`src/rtl/palette_rle_image_decoder_top_macros.svh`:
```
// ----------------------------------------------------------------------------
// Assertion macros for the palette run-length image decoder
// Checks sample on clk and are ignored while rst is high.
// ----------------------------------------------------------------------------
`ifndef PALETTE_RLE_IMAGE_DECODER_TOP_MACROS_SVH
`define PALETTE_RLE_IMAGE_DECODER_TOP_MACROS_SVH

// Consequent must hold in the same cycle as the antecedent.
`define PRID_ASSERT_NOW(label, ante, cons, msg) \
  label: assert property (@(posedge clk) disable iff (rst) (ante) |-> (cons)) \
    else $error(msg);

// Consequent must hold in the cycle after the antecedent.
`define PRID_ASSERT_NEXT(label, ante, cons, msg) \
  label: assert property (@(posedge clk) disable iff (rst) (ante) |=> (cons)) \
    else $error(msg);

`endif

```
`src/rtl/prid_pkg.sv`:
```
// ----------------------------------------------------------------------------
// prid_pkg
// Shared widths and constants of the palette run-length image decoder.
// ----------------------------------------------------------------------------
`default_nettype none

package prid_pkg;

  localparam int PALETTE_ENTRIES = 16;
  localparam int PAL_IDX_W       = $clog2(PALETTE_ENTRIES);
  localparam int BYTE_W          = 8;
  localparam int RGB_W           = 3 * BYTE_W;
  localparam int DIM_W           = 16;
  localparam int OFFSET_W        = 32;
  localparam int LEN_W           = 15;
  localparam int SHORT_LEN_W     = 7;
  localparam int HEADER_BYTES    = 4 + 3 * PALETTE_ENTRIES;
  localparam int HDR_CNT_W       = $clog2(HEADER_BYTES + 1);

endpackage

`default_nettype wire

```
`src/rtl/prid_byte_if.sv`:
```
// ----------------------------------------------------------------------------
// prid_byte_if
// Byte request channel: one encoded file byte plus the image start mark.
// ----------------------------------------------------------------------------
`default_nettype none

interface prid_byte_if;
  import prid_pkg::*;

  logic              valid;
  logic              ready;
  logic [BYTE_W-1:0] data_byte;
  logic              image_start;

  modport source (output valid, output data_byte, output image_start, input ready);
  modport sink   (input valid, input data_byte, input image_start, output ready);

endinterface

`default_nettype wire

```
`src/rtl/prid_run_if.sv`:
```
// ----------------------------------------------------------------------------
// prid_run_if
// Run request channel: one decoded run or end marker of an image.
// ----------------------------------------------------------------------------
`default_nettype none

interface prid_run_if;
  import prid_pkg::*;

  logic                 valid;
  logic                 ready;
  logic [PAL_IDX_W-1:0] color_index;
  logic [BYTE_W-1:0]    red;
  logic [BYTE_W-1:0]    green;
  logic [BYTE_W-1:0]    blue;
  logic [OFFSET_W-1:0]  start_offset;
  logic [LEN_W-1:0]     run_length;
  logic [DIM_W-1:0]     image_width;
  logic [DIM_W-1:0]     image_height;
  logic                 image_done;

  modport source (
    output valid, input ready,
    output color_index, output red, output green, output blue,
    output start_offset, output run_length,
    output image_width, output image_height, output image_done
  );
  modport sink (
    input valid, output ready,
    input color_index, input red, input green, input blue,
    input start_offset, input run_length,
    input image_width, input image_height, input image_done
  );

endinterface

`default_nettype wire

```
`src/rtl/prid_ram.sv`:
```
// ----------------------------------------------------------------------------
// prid_ram
// Generic single-write, single-read RAM with a registered, enabled read.
// ----------------------------------------------------------------------------
`default_nettype none

module prid_ram #(
  parameter int WIDTH = 8,
  parameter int DEPTH = 16
) (
  input  wire logic                     clk,
  input  wire logic                     we,
  input  wire logic [$clog2(DEPTH)-1:0] waddr,
  input  wire logic [WIDTH-1:0]         wdata,
  input  wire logic                     re,
  input  wire logic [$clog2(DEPTH)-1:0] raddr,
  output logic      [WIDTH-1:0]         rdata
);

  logic [WIDTH-1:0] mem [DEPTH];

  always_ff @(posedge clk) begin
    if (we) begin
      mem[waddr] <= wdata;
    end
    // hold the last read word when no read is issued
    if (re) begin
      rdata <= mem[raddr];
    end
  end

endmodule

`default_nettype wire

```
`src/rtl/palette_rle_image_decoder_top.sv`:
```
// ----------------------------------------------------------------------------
// palette_rle_image_decoder_top
// Parses a palette run-length image file byte by byte and reports each run.
// ----------------------------------------------------------------------------
//
//   channel  dir  carries
//   -------  ---  -----------------------------------------------------------
//   bytes    in   data_byte, image_start: one file byte per request
//   runs     out  color_index, red/green/blue, start_offset, run_length,
//                 image_width, image_height, image_done: at most one per byte
//
// One byte is taken every cycle while bytes.ready is high. A byte that closes a run loads the output
// register and reads the palette RAM in the same edge, so the run's RGB sits
// in the RAM read register alongside it, and the result appears in the next cycle.
// rst clears the parser and the output valid; the palette RAM is not cleared,
// since every image rewrites all entries before any run can read them.
// bytes.ready drops only while a result waits and runs.ready is low.
//
`default_nettype none

module palette_rle_image_decoder_top (
  input  wire logic clk,
  input  wire logic rst,
  prid_byte_if.sink bytes,
  prid_run_if.source runs
);

  import prid_pkg::*;

  `include "palette_rle_image_decoder_top_macros.svh"

  typedef enum logic [2:0] {
    PH_IDLE,
    PH_HEADER,
    PH_TOK1,
    PH_TOK2,
    PH_TOK3,
    PH_DONE
  } phase_t;

  // Parser state
  phase_t                  phase;
  logic [HDR_CNT_W-1:0]    header_count;
  logic [PAL_IDX_W-1:0]    pal_entry;
  logic [1:0]              pal_comp;
  logic [BYTE_W-1:0]       pal_green;
  logic [BYTE_W-1:0]       pal_red;
  logic [DIM_W-1:0]        width_reg;
  logic [DIM_W-1:0]        height_reg;
  logic [OFFSET_W-1:0]     total_pixels;
  logic [OFFSET_W-1:0]     pixel_offset;
  logic [PAL_IDX_W-1:0]    token_first;
  logic [SHORT_LEN_W-1:0]  token_second;

  // Output register (RGB comes from the RAM read register)
  logic                    out_valid;
  logic                    out_bare;
  logic [PAL_IDX_W-1:0]    out_color;
  logic [OFFSET_W-1:0]     out_start;
  logic [LEN_W-1:0]        out_len;
  logic [DIM_W-1:0]        out_width;
  logic [DIM_W-1:0]        out_height;
  logic                    out_done;
  logic [RGB_W-1:0]        pal_rdata;

  // Next values
  phase_t                  phase_next;
  logic [HDR_CNT_W-1:0]    header_count_next;
  logic [PAL_IDX_W-1:0]    pal_entry_next;
  logic [1:0]              pal_comp_next;
  logic [BYTE_W-1:0]       pal_green_next;
  logic [BYTE_W-1:0]       pal_red_next;
  logic [DIM_W-1:0]        width_reg_next;
  logic [DIM_W-1:0]        height_reg_next;
  logic [OFFSET_W-1:0]     total_pixels_next;
  logic [OFFSET_W-1:0]     pixel_offset_next;
  logic [PAL_IDX_W-1:0]    token_first_next;
  logic [SHORT_LEN_W-1:0]  token_second_next;

  // Per-byte decode
  phase_t                  eff_phase;
  logic [HDR_CNT_W-1:0]    eff_hcnt;
  logic [PAL_IDX_W-1:0]    eff_entry;
  logic [1:0]              eff_comp;
  logic [BYTE_W-1:0]       b;
  logic                    accept;
  logic                    run_emit;
  logic [PAL_IDX_W-1:0]    run_color;
  logic [LEN_W-1:0]        run_len;
  logic                    run_valid;
  logic [OFFSET_W:0]       run_end;
  logic [OFFSET_W-1:0]     pixels_left;
  logic                    run_fills;
  logic                    bare;
  logic [OFFSET_W-1:0]     bare_start;
  logic                    res_valid;
  logic [LEN_W-1:0]        res_len;
  logic [OFFSET_W-1:0]     res_start;
  logic                    pal_we;

  assign b            = bytes.data_byte;
  assign bytes.ready  = !out_valid || runs.ready;
  assign accept       = bytes.valid && bytes.ready;

  always_comb begin
    // a start mark restarts the parser on this very byte
    eff_phase = bytes.image_start ? PH_HEADER : phase;
    eff_hcnt  = bytes.image_start ? '0 : header_count;
    eff_entry = bytes.image_start ? '0 : pal_entry;
    eff_comp  = bytes.image_start ? '0 : pal_comp;

    phase_next        = eff_phase;
    header_count_next = eff_hcnt;
    pal_entry_next    = eff_entry;
    pal_comp_next     = eff_comp;
    pal_green_next    = pal_green;
    pal_red_next      = pal_red;
    width_reg_next    = width_reg;
    height_reg_next   = height_reg;
    total_pixels_next = total_pixels;
    pixel_offset_next = bytes.image_start ? '0 : pixel_offset;
    token_first_next  = bytes.image_start ? '0 : token_first;
    token_second_next = bytes.image_start ? '0 : token_second;

    run_emit   = 1'b0;
    run_color  = '0;
    run_len    = '0;
    bare       = 1'b0;
    bare_start = pixel_offset;
    pal_we     = 1'b0;

    unique case (eff_phase)
      PH_HEADER: begin
        header_count_next = eff_hcnt + 1'b1;
        if (eff_hcnt == HDR_CNT_W'(0)) begin
          width_reg_next = {{(DIM_W-BYTE_W){1'b0}}, b};
        end else if (eff_hcnt == HDR_CNT_W'(1)) begin
          width_reg_next = {b, width_reg[BYTE_W-1:0]};
        end else if (eff_hcnt == HDR_CNT_W'(2)) begin
          height_reg_next = {{(DIM_W-BYTE_W){1'b0}}, b};
        end else if (eff_hcnt == HDR_CNT_W'(3)) begin
          height_reg_next   = {b, height_reg[BYTE_W-1:0]};
          total_pixels_next = OFFSET_W'(width_reg) * OFFSET_W'(height_reg_next);
        end else begin
          // palette bytes arrive green, red, blue; write the entry on blue
          unique case (eff_comp)
            2'd0: begin
              pal_green_next = b;
              pal_comp_next  = 2'd1;
            end
            2'd1: begin
              pal_red_next  = b;
              pal_comp_next = 2'd2;
            end
            default: begin
              pal_we         = 1'b1;
              pal_comp_next  = 2'd0;
              pal_entry_next = eff_entry + 1'b1;
            end
          endcase
          if (eff_hcnt == HDR_CNT_W'(HEADER_BYTES - 1)) begin
            pixel_offset_next = '0;
            if (total_pixels == '0) begin
              bare       = 1'b1;
              bare_start = '0;
              phase_next = PH_DONE;
            end else begin
              phase_next = PH_TOK1;
            end
          end
        end
      end
      PH_TOK1: begin
        if (b >= BYTE_W'(16)) begin
          run_emit  = 1'b1;
          run_color = b[PAL_IDX_W-1:0];
          run_len   = LEN_W'(b[BYTE_W-1:4]);
        end else begin
          token_first_next = b[PAL_IDX_W-1:0];
          phase_next       = PH_TOK2;
        end
      end
      PH_TOK2: begin
        if (token_first == '0 && b == '0) begin
          // end marker
          bare       = 1'b1;
          phase_next = PH_DONE;
        end else if (b[BYTE_W-1]) begin
          token_second_next = b[SHORT_LEN_W-1:0];
          phase_next        = PH_TOK3;
        end else begin
          run_emit  = 1'b1;
          run_color = token_first;
          run_len   = LEN_W'(b[SHORT_LEN_W-1:0]);
        end
      end
      PH_TOK3: begin
        run_emit  = 1'b1;
        run_color = token_first;
        run_len   = {b, token_second};
      end
      default: begin
        // idle or finished: drop the byte
      end
    endcase

    // Clip the run against the pixels left in the image
    run_end     = {1'b0, pixel_offset} + (OFFSET_W+1)'(run_len);
    pixels_left = total_pixels - pixel_offset;
    run_fills   = run_end >= {1'b0, total_pixels};
    run_valid   = run_emit && (run_len != '0);
    if (run_emit) begin
      phase_next = PH_TOK1;
    end
    if (run_valid) begin
      pixel_offset_next = run_fills ? total_pixels : run_end[OFFSET_W-1:0];
      if (run_fills) begin
        phase_next = PH_DONE;
      end
    end

    res_valid = run_valid || bare;
    res_len   = (run_valid && run_fills) ? pixels_left[LEN_W-1:0] : run_len;
    res_start = bare ? bare_start : pixel_offset;
  end

  always_ff @(posedge clk) begin
    if (rst) begin
      phase        <= PH_IDLE;
      header_count <= '0;
      pal_entry    <= '0;
      pal_comp     <= '0;
      width_reg    <= '0;
      height_reg   <= '0;
      total_pixels <= '0;
      pixel_offset <= '0;
      token_first  <= '0;
      token_second <= '0;
      out_valid    <= 1'b0;
    end else begin
      if (accept) begin
        phase        <= phase_next;
        header_count <= header_count_next;
        pal_entry    <= pal_entry_next;
        pal_comp     <= pal_comp_next;
        pal_green    <= pal_green_next;
        pal_red      <= pal_red_next;
        width_reg    <= width_reg_next;
        height_reg   <= height_reg_next;
        total_pixels <= total_pixels_next;
        pixel_offset <= pixel_offset_next;
        token_first  <= token_first_next;
        token_second <= token_second_next;
        out_valid    <= res_valid;
        if (res_valid) begin
          out_bare   <= bare;
          out_color  <= bare ? '0 : run_color;
          out_start  <= res_start;
          out_len    <= bare ? '0 : res_len;
          out_width  <= width_reg_next;
          out_height <= height_reg_next;
          out_done   <= bare || run_fills;
        end
      end else if (runs.ready) begin
        out_valid <= 1'b0;
      end
    end
  end

  // Palette store: written on each blue byte, read when a run is reported
  prid_ram #(
    .WIDTH (RGB_W),
    .DEPTH (PALETTE_ENTRIES)
  ) u_palette (
    .clk   (clk),
    .we    (accept && pal_we),
    .waddr (eff_entry),
    .wdata ({pal_red, pal_green, b}),
    .re    (accept && run_valid),
    .raddr (run_color),
    .rdata (pal_rdata)
  );

  assign runs.valid        = out_valid;
  assign runs.color_index  = out_color;
  assign runs.red          = out_bare ? '0 : pal_rdata[RGB_W-1 -: BYTE_W];
  assign runs.green        = out_bare ? '0 : pal_rdata[2*BYTE_W-1 -: BYTE_W];
  assign runs.blue         = out_bare ? '0 : pal_rdata[BYTE_W-1:0];
  assign runs.start_offset = out_start;
  assign runs.run_length   = out_len;
  assign runs.image_width  = out_width;
  assign runs.image_height = out_height;
  assign runs.image_done   = out_done;

  // Decoding runs never sit at or past the end of the image
  `PRID_ASSERT_NOW(a_offset_inside, (phase == PH_TOK1 || phase == PH_TOK2 || phase == PH_TOK3), (pixel_offset < total_pixels), "pixel offset reached image size while decoding")

  // A finished image drops bytes without results until restarted
  `PRID_ASSERT_NEXT(a_done_silent, (accept && phase == PH_DONE && !bytes.image_start), (!runs.valid), "result after image completion")

  // A pending run that does not finish the image leaves the parser at a token start
  `PRID_ASSERT_NOW(a_open_run_phase, (runs.valid && !runs.image_done), (phase == PH_TOK1), "open run pending outside token start")

endmodule

`default_nettype wire
```
`src/flat_wrapper.sv`:
```
// flat-port wrapper written by rule: the top's interface ports become plain ports
module palette_rle_image_decoder_top_flat import prid_pkg::*;
  (clk, rst, bytes_valid, bytes_data_byte, bytes_image_start, bytes_ready, runs_valid, runs_ready, runs_color_index, runs_red, runs_green, runs_blue, runs_start_offset, runs_run_length, runs_image_width, runs_image_height, runs_image_done);
  prid_byte_if bytes_i ();
  prid_run_if runs_i ();
  input  wire logic clk;
  input  wire logic rst;
  input wire logic [$bits(bytes_i.valid)-1:0] bytes_valid;
  input wire logic [$bits(bytes_i.data_byte)-1:0] bytes_data_byte;
  input wire logic [$bits(bytes_i.image_start)-1:0] bytes_image_start;
  output wire logic [$bits(bytes_i.ready)-1:0] bytes_ready;
  output wire logic [$bits(runs_i.valid)-1:0] runs_valid;
  input wire logic [$bits(runs_i.ready)-1:0] runs_ready;
  output wire logic [$bits(runs_i.color_index)-1:0] runs_color_index;
  output wire logic [$bits(runs_i.red)-1:0] runs_red;
  output wire logic [$bits(runs_i.green)-1:0] runs_green;
  output wire logic [$bits(runs_i.blue)-1:0] runs_blue;
  output wire logic [$bits(runs_i.start_offset)-1:0] runs_start_offset;
  output wire logic [$bits(runs_i.run_length)-1:0] runs_run_length;
  output wire logic [$bits(runs_i.image_width)-1:0] runs_image_width;
  output wire logic [$bits(runs_i.image_height)-1:0] runs_image_height;
  output wire logic [$bits(runs_i.image_done)-1:0] runs_image_done;
  assign bytes_i.valid = bytes_valid;
  assign bytes_i.data_byte = bytes_data_byte;
  assign bytes_i.image_start = bytes_image_start;
  assign bytes_ready = bytes_i.ready;
  assign runs_valid = runs_i.valid;
  assign runs_i.ready = runs_ready;
  assign runs_color_index = runs_i.color_index;
  assign runs_red = runs_i.red;
  assign runs_green = runs_i.green;
  assign runs_blue = runs_i.blue;
  assign runs_start_offset = runs_i.start_offset;
  assign runs_run_length = runs_i.run_length;
  assign runs_image_width = runs_i.image_width;
  assign runs_image_height = runs_i.image_height;
  assign runs_image_done = runs_i.image_done;
  palette_rle_image_decoder_top u_core (.clk(clk), .rst(rst), .bytes(bytes_i), .runs(runs_i));
endmodule
```
`config.mk`:
```
export PLATFORM = sky130hd
export DESIGN_NAME = palette_rle_image_decoder_top_flat
export DESIGN_NICKNAME = d
export VERILOG_FILES = /design/src/rtl/prid_pkg.sv /design/src/rtl/prid_byte_if.sv /design/src/rtl/prid_run_if.sv /design/src/rtl/prid_ram.sv /design/src/rtl/palette_rle_image_decoder_top.sv /design/src/flat_wrapper.sv
export VERILOG_INCLUDE_DIRS = /design/src /design/src/rtl
export SDC_FILE = /design/constraint.sdc
export NUM_CORES = 2
export LEC_CHECK = 0
export ABC_AREA = 1
export ABC_CLOCK_PERIOD_IN_PS = 8800
export CORE_AREA = 5 5 320 322
export CTS_BUF_LIST = sky130_fd_sc_hd__clkbuf_8
export CTS_CLUSTER_SIZE = 30
export DETAILED_ROUTE_END_ITERATION = 12
export DIE_AREA = 0 0 325 327
export DONT_BUFFER_PORTS = 1
export SKIP_CTS_REPAIR_TIMING = 1
export SLEW_MARGIN = 30
export SYNTH_ARGS = -nofsm -noshare
export SYNTH_HDL_FRONTEND = slang
export SYNTH_HIERARCHICAL = 1
export SYNTH_SLANG_ARGS = --single-unit
```
`constraint.sdc`:
```
create_clock -name clk -period 8.8 [get_ports clk]
set_input_delay 1.76 -clock clk [delete_from_list [all_inputs] [get_ports clk]]
set_output_delay 1.76 -clock clk [all_outputs]
set_load 0.01 [all_outputs]
```
# Word level (Yosys, flattened, before mapping)
# Memory sizes are Yosys's and may differ from the RTL's. A register that Yosys moved wholly into a read port is not among the register bits.
# Cells that the tools add are included.
[totals]
regBits = 224
output_inout_bits = 110
inputBits = 13
ram_bits = 384
wordCells = 160
memories = 1
[memory_table]
columns = ["memory", "words", "word_bits", "rd", "rd_ports_with_merged_regs", "wr", "line_no", "text"]
rows = [
  ["u_core.u_palette.mem", 16, 24, 1, 1, 1, "prid_ram.sv:20", "logic [WIDTH-1:0] mem [DEPTH];"],
]
[op_classes]
n_mul = 1
add_sub_neg = 4
reduce_logical = 22
mux = 96
n_eq_ne = 9
bitwise = 5
order_cmp = 2
[op_table]
columns = ["op", "n"]
rows = [
  ["$mux 32", 17],
  ["$mux 16", 8],
  ["$mux 4", 14],
  ["$pmux 15 s3", 1],
  ["$mux 3", 13],
  ["$mux 7", 5],
  ["$add 32x15->33", 1],
  ["$ge 33x32->1", 1],
  ["$logic_not 32->1", 1],
  ["$mul 16x16->32", 1],
  ["$mux 15", 2],
  ["$mux 8", 3],
  ["$mux 1", 20],
  ["$reduce_and 8->1", 2],
  ["$reduce_bool 15->1", 1],
  ["$sub 15x15->15", 1],
  ["$eq 6x2->1 const B", 2],
  ["$mux 2", 6],
  ["$mux 6", 2],
  ["$pmux 4 s3", 1],
  ["$pmux 3 s3", 1],
  ["$ge 8x5->1 const B", 1],
  ["$logic_not 8->1", 1],
  ["$add 6x1->6 const B", 1],
  ["other kinds (21)", 33],
]

# Longest topological paths before layout
[logic_depth]
depth_word = 12
depth_mapped = 39
depth_no_buf = 37

# Cells and area by module
# Netlist, hierarchy kept.
[modules_own_cells]
columns = ["module", "instances", "seq_area_each_um2", "cells_per_inst", "area_per_inst_um2"]
rows = [
  ["palette_rle_image_decoder_top", 1, 5495.3, 2913, 22022.4],
  ["prid_ram", 1, 12251.8, 1597, 17191.5],
]

# Worst setup path before layout
# Ideal clock, no wire load.
[synth_timing]
kind = "input to register"
start = "in bytes_image_start"
end = "reg u_core.out_bare (enable)"
stages = 14
arrival_time_ns = 7.005
t_required_ns = 8.270
setup_ns = 0.530
path_slack_ns = 1.265
path_cell_list = "buf_6 -> clkbuf_1 -> nor2_1 -> inv_1 -> ha_1 -> nand2_1 -> inv_1 -> nor2_1 -> nand2_1 -> nor3_1 -> nand2_1 -> nand2_1 -> nor2_1 -> nor2_1"
[synth_via]
elab_chain_len = 10
elab_cells_between_ends = 23
cone_classes = "8 x eq/ne; 10 x mux; 5 x reduce/logical"
[synth_rtl]
columns = ["item", "line_no", "text"]
rows = [
  ["start, declared", "flat_wrapper.sv:10", "input wire logic [$bits(bytes_i.image_start)-1:0] bytes_image_start;"],
  ["$mux 6", "palette_rle_image_decoder_top.sv:108", "eff_hcnt = bytes.image_start ? '0 : header_count;"],
  ["$eq 6x6->1", "palette_rle_image_decoder_top.sv:161", "if (eff_hcnt == HDR_CNT_W'(HEADER_BYTES - 1)) begin"],
  ["$mux 1", "palette_rle_image_decoder_top.sv:161", ""],
  ["$mux 1", "palette_rle_image_decoder_top.sv:141", "end else if (eff_hcnt == HDR_CNT_W'(3)) begin"],
  ["$mux 1", "palette_rle_image_decoder_top.sv:139", "end else if (eff_hcnt == HDR_CNT_W'(2)) begin"],
  ["$mux 1", "palette_rle_image_decoder_top.sv:137", "end else if (eff_hcnt == HDR_CNT_W'(1)) begin"],
  ["$mux 1", "palette_rle_image_decoder_top.sv:135", "if (eff_hcnt == HDR_CNT_W'(0)) begin"],
  ["$pmux 1 s2 *", "palette_rle_image_decoder_top.sv:132", "unique case (eff_phase)"],
  ["net u_core.bare", "palette_rle_image_decoder_top.sv:94", "logic bare;"],
  ["$logic_or 1x1->1 *", "palette_rle_image_decoder_top.sv:222", "res_valid = run_valid || bare;"],
  ["$reduce_and 3->1 (no line) *", "--", ""],
  ["end signal, assigned", "palette_rle_image_decoder_top.sv:256", "out_bare <= bare;"],
  ["end, declared", "palette_rle_image_decoder_top.sv:57", "logic out_bare;"],
]
# Mark *: on every way through the listed nets, which the timed path passes. The rest lies on a longest branch.
# A chain may end at the register's enable or synchronous reset.

# Worst setup path in the final report
[layout_timing]
start = "in bytes_image_start"
end = "reg u_core.out_len[2] (netlist: u_core/runs.run_length[2]) (data pin)"
[layout_via]
elab_chain_len = 8
elab_cells_between_ends = 25
cone_classes = "1 x add/sub; 1 x order compare; 8 x eq/ne; 11 x mux; 4 x reduce/logical"
[layout_rtl]
columns = ["item", "line_no", "text"]
rows = [
  ["parallel branches: the longest is 8 deep, another holds $add 32x15->33", "--", ""],
  ["end signal, assigned", "palette_rle_image_decoder_top.sv:259", "out_len <= bare ? '0 : res_len;"],
  ["end, declared", "palette_rle_image_decoder_top.sv:60", "logic [LEN_W-1:0] out_len;"],
]
# Several ways; the timed one is not identified.

==> qor.tcl <==
set qor(static-leakage-power_nw) 19.35
set qor(first_global_vias) 29251
set qor(area_delta_synth_final_pct) 9.358
set qor(post-dp-hpwl_microns) 76680
set qor(p_per_area_mw_per_mm2) 158.1
set qor(cp-end-kind) {flip-flop}
set qor(mappedNetlistArea_sq_mm) 0.03921
set qor(holdCritPathClass) {reg -> reg}
set qor(tritoncts_num_sinks) 632
set qor(met3_usage_in_global_routing_pct) 3.310
set qor(synth_mux_area_share_pct) 0
set qor(synth_top_flop_cell) {sky130_fd_sc_hd__edfxtp_1}
set qor(drt_drc_violations_left) 0
set qor(pin_count) 123
set qor(max-slew-margin-rel_pct) 29.72
set qor(vias_per_cell) 5.114
set qor(final-hold-violation-count) 0
set qor(synth-compound-area-share_pct) 6.286
set qor(status) {complete, no violations}
set qor(first_pass_grt_wire_length_microns) 172700
set qor(nets) 4837
set qor(grt_max_degree) 194
set qor(timing.reg2reg.setup_slack_ns) 2.31
set qor(placed_area_sq_mm) 0.04085
set qor(ys_warn_count) 6
set qor(clock_tree.htree_level_count) 3
set qor(finClkSkew_ns) 0.07401
set qor(timing.final.crit_share_pct) 82.58
set qor(worst_hold_path.num_cells) 2
set qor(global_route.usage.total_pct) 20.73
set qor(timing.hold.worst.start) {u_core/pal_entry[1]}
set qor(max-vdd-ir-drop_v) 0.00009680
set qor(startpoint_types) {primary input}
set qor(regMostFlops) {u_core/u_palette/mem}
set qor(port_buffers) 0
set qor(grt_busiest_layer) {met2}
set qor(timing.final.crit_period_ns) 7.267
set qor(cts.clk_slew.worst_paths_ns) 0.07
set qor(finalWirelength_microns) 112200
set qor(synth-simple-area-share_pct) 20.48
set qor(path_max_fanout) 35
set qor(routed_wirelength_normalized_by_instance_count_microns) 19.19
set qor(report.final.setup_viol) 0
set qor(critical_path.reg2reg.endpoint) {u_core/total_pixels[29]}
set qor(max_buffers_root_to_sink) 3
set qor(use_met1_pct) 27.46
set qor(placeableCoreArea_sq_mm) 0.09928
set qor(synth_cell_type_count) 55
set qor(maxCapViolCount) 0
set qor(depth_of_the_worst_register_to_register_path) 24
set qor(clock.fmax_ghz) 0.1376
set qor(number_of_buffers_created_by_cts) 105
set qor(asyncSetResetFlopFracSynth_pct) 0
set qor(fin_setup_tns_ns) 0
set qor(antenna_left) 0
set qor(initial_core_util_pct) 39.50
set qor(synth_top_family_by_area) {simple AND/OR/NAND/NOR gates}
set qor(crit_path_dat_ns) 7.76
set qor(worst_pin_slew_ns) 1.054
set qor(drive_above_1_share_pct) 6.661
set qor(largest_register_ff_count) 384
set qor(worst_r2r_startpoint) {u_core/height_reg[4]}
set qor(die_area_sq_mm) 0.1063
set qor(fin_area_sq_mm) 0.04288
set qor(critical_path_class) {in -> reg}
set qor(post_synth_inst_count) 4510
set qor(sequential_share_of_the_synthesized_area_pct) 45.26
set qor(grt-ovfl-total) 0
set qor(grt_util_met2_pct) 34.75
set qor(ctsRootBufferMaster) {sky130_fd_sc_hd__clkbuf_8}
set qor(clkLatencyLatePin_ns) 0.77
set qor(die_w_microns) 325
set qor(report.final.slew_viol_count) 0
set qor(post_synthesis_adder_cell_area_fraction_pct) 15.43
set qor(synth_xor_area_share_pct) 1.072
set qor(grt_setup_unrepaired) {false}
set qor(dieHeight_microns) 327
set qor(pre_antenna_drt_iters) 6
set qor(synth-edff-count) 509
set qor(worst_hold_path.endpoint) {u_core/pal_entry[1]}
set qor(drt_first_iter_violations) 2727
set qor(routed-via-count) 29914
set qor(cp.required_ns) 9.29
set qor(gp_congestion) 0.9257
set qor(syn-mean-instance-area_sq_um) 8.695
set qor(grt_antenna_before_repair) 5
set qor(tritoncts_clock_tree) {yes}
set qor(worst_hold_slack_ns) 0.4686
set qor(synth_fp_nets) 4889
set qor(rows) 116
set qor(synth-seq-cells) 632
-- Yosys cell counts, types with 4 or more instances --
| cell type | count | area [sq um] |
|---|---|---|
| sky130_fd_sc_hd__o22ai_1 | 17 | 106.4 |
| sky130_fd_sc_hd__o21ai_0 | 162 | 810.8 |
| sky130_fd_sc_hd__o21ai_2 | 10 | 87.58 |
| sky130_fd_sc_hd__nor2_1 | 270 | 1013 |
| sky130_fd_sc_hd__nand2_2 | 5 | 31.28 |
| sky130_fd_sc_hd__nand2_1 | 1052 | 3949 |
| sky130_fd_sc_hd__or2_2 | 6 | 37.54 |
| sky130_fd_sc_hd__nor3_1 | 27 | 135.1 |
| sky130_fd_sc_hd__xnor2_1 | 15 | 131.4 |
| sky130_fd_sc_hd__fa_1 | 196 | 3924 |
| sky130_fd_sc_hd__o32ai_1 | 8 | 70.07 |
| sky130_fd_sc_hd__clkbuf_1 | 114 | 427.9 |
| sky130_fd_sc_hd__a21o_1 | 5 | 37.54 |
| sky130_fd_sc_hd__nand3_1 | 399 | 1997 |
| sky130_fd_sc_hd__edfxtp_1 | 509 | 15280 |
| sky130_fd_sc_hd__ha_1 | 170 | 2127 |
| sky130_fd_sc_hd__o21ai_1 | 7 | 35.03 |
| sky130_fd_sc_hd__nand3b_1 | 6 | 45.04 |
| sky130_fd_sc_hd__a21boi_0 | 4 | 30.03 |
| sky130_fd_sc_hd__a211oi_1 | 12 | 90.09 |
| sky130_fd_sc_hd__nor2_4 | 6 | 67.56 |
| sky130_fd_sc_hd__nor3b_1 | 4 | 30.03 |
| sky130_fd_sc_hd__buf_4 | 17 | 127.6 |
| sky130_fd_sc_hd__inv_1 | 907 | 3405 |
| sky130_fd_sc_hd__nand4_1 | 62 | 387.9 |
| sky130_fd_sc_hd__nor2_2 | 6 | 37.54 |
| sky130_fd_sc_hd__nand2_4 | 7 | 78.83 |
| sky130_fd_sc_hd__buf_1 | 16 | 60.06 |
| sky130_fd_sc_hd__o221ai_1 | 4 | 35.03 |
| sky130_fd_sc_hd__inv_2 | 23 | 86.33 |
| sky130_fd_sc_hd__a31oi_1 | 7 | 43.79 |
| sky130_fd_sc_hd__xor2_1 | 33 | 289.0 |
| sky130_fd_sc_hd__a21oi_1 | 171 | 855.8 |
| sky130_fd_sc_hd__nor4_1 | 15 | 93.84 |
| sky130_fd_sc_hd__dfxtp_1 | 123 | 2462 |
| sky130_fd_sc_hd__buf_2 | 66 | 330.3 |
| sky130_fd_sc_hd__o21a_1 | 6 | 45.04 |
| sky130_fd_sc_hd__o211ai_1 | 14 | 105.1 |
-- placed cells by master (no fill, tap or decap), types with 25 or more instances in the layout --
cell type,synthesis,final
sky130_fd_sc_hd__nand2_1,1052,1051
sky130_fd_sc_hd__inv_1,907,942
sky130_fd_sc_hd__edfxtp_1,509,509
sky130_fd_sc_hd__nand3_1,399,399
sky130_fd_sc_hd__nor2_1,270,251
sky130_fd_sc_hd__fa_1,196,196
sky130_fd_sc_hd__a21oi_1,171,171
sky130_fd_sc_hd__ha_1,170,170
sky130_fd_sc_hd__o21ai_0,162,162
sky130_fd_sc_hd__dfxtp_1,123,123
sky130_fd_sc_hd__clkbuf_8,0,116
sky130_fd_sc_hd__nand4_1,62,62
sky130_fd_sc_hd__buf_4,17,35
sky130_fd_sc_hd__xor2_1,33,33
sky130_fd_sc_hd__nor3_1,27,25
-- kinds of logic (layout without fill, tap and decap cells) --
kind of cell	Yosys count	in the layout
flops	632	632
other cells	0	2
simple gates	1877	1877
buf+inv	1149	1188
compound gates	438	438
xor+xnor	48	48
fa+ha+maj	366	366
-- worst max path at each step --
stage                           start                         to  slack, ns  depth (start not counted)
global placement    bytes_image_start  u_core/runs.run_length[2]       1.00                         32
floorplan           bytes_image_start            u_core/out_bare       1.27                         14
global route        bytes_image_start  u_core/runs.run_length[0]       1.03                         26
detailed placement  bytes_image_start  u_core/runs.run_length[2]       0.92                         29
finish              bytes_image_start  u_core/runs.run_length[2]       1.53                         26
CTS                 bytes_image_start  u_core/runs.run_length[2]       1.74                         29
-- where the power goes --
group / switching [W] / internal (W) / total [W] / leakage [nW]
combinational: 0.000633 / 0.000322 / 0.000955 / 12.6
sequential: 0.0000701 / 0.00325 / 0.00332 / 5.61
clock: 0.00125 / 0.00126 / 0.00250 / 1.17
-- routing by layer --
layer	share of wire [%]	wire [microns]
met1	43	48000
met2	47	53220
met3	6.5	7297
met4	3.3	3725
met5	0	0
-- layout make-up --
class / count / area [sq um]
diodes: 2 / 5.005
clock buffers: 116 / 1597
clock inverters: 82 / 426.7
fillers: 9822 / 56390
inverters: 932 / 3512
multi-input cells: 2729 / 17170
flip-flops and latches: 632 / 17750
well taps: 1298 / 1624
repair buffers: 58 / 805.8
-- metrics by stage --
stage | std cells | total power (W) | worst slack (ns) | utilization (%)
finish | 5849 | 0.006779 | 1.533 | 43.20
CTS | 5847 | 0.006859 | 1.744 | 43.19
floorplan | 4510 | 0.004039 | 1.265 | -
global route | 5847 | 0.007116 | 1.031 | 43.19
global placement | 5628 | 0.004330 | 1.001 | 40.64
detailed placement | 5649 | 0.004333 | 0.9172 | 41.15
-- worst max-delay path: stages --
cell	delay, ns
sky130_fd_sc_hd__inv_4	0.30
sky130_fd_sc_hd__nand2_2	0.10
sky130_fd_sc_hd__inv_2	0.13
sky130_fd_sc_hd__nand2_2	0.08
sky130_fd_sc_hd__nor2_2	0.14
sky130_fd_sc_hd__inv_2	0.08
sky130_fd_sc_hd__o221ai_1	0.32
sky130_fd_sc_hd__ha_1	0.35
sky130_fd_sc_hd__a21oi_1	0.14
sky130_fd_sc_hd__nand2_1	0.10
sky130_fd_sc_hd__a21oi_1	0.32
sky130_fd_sc_hd__o21ai_0	0.27
sky130_fd_sc_hd__nand2_1	0.12
sky130_fd_sc_hd__nand2_1	0.27
sky130_fd_sc_hd__xor2_1	0.27
sky130_fd_sc_hd__inv_1	0.06
sky130_fd_sc_hd__ha_1	0.31
sky130_fd_sc_hd__nand4_1	0.09
sky130_fd_sc_hd__nor4_1	0.41
sky130_fd_sc_hd__nand3_1	0.51
sky130_fd_sc_hd__nand3_4	0.23
sky130_fd_sc_hd__buf_4	0.37
sky130_fd_sc_hd__nand2_2	0.48
sky130_fd_sc_hd__buf_4	0.35
sky130_fd_sc_hd__nand2_1	0.08
sky130_fd_sc_hd__o21ai_2	0.06
No activity file was read; power rests on OpenSTA's default activity.
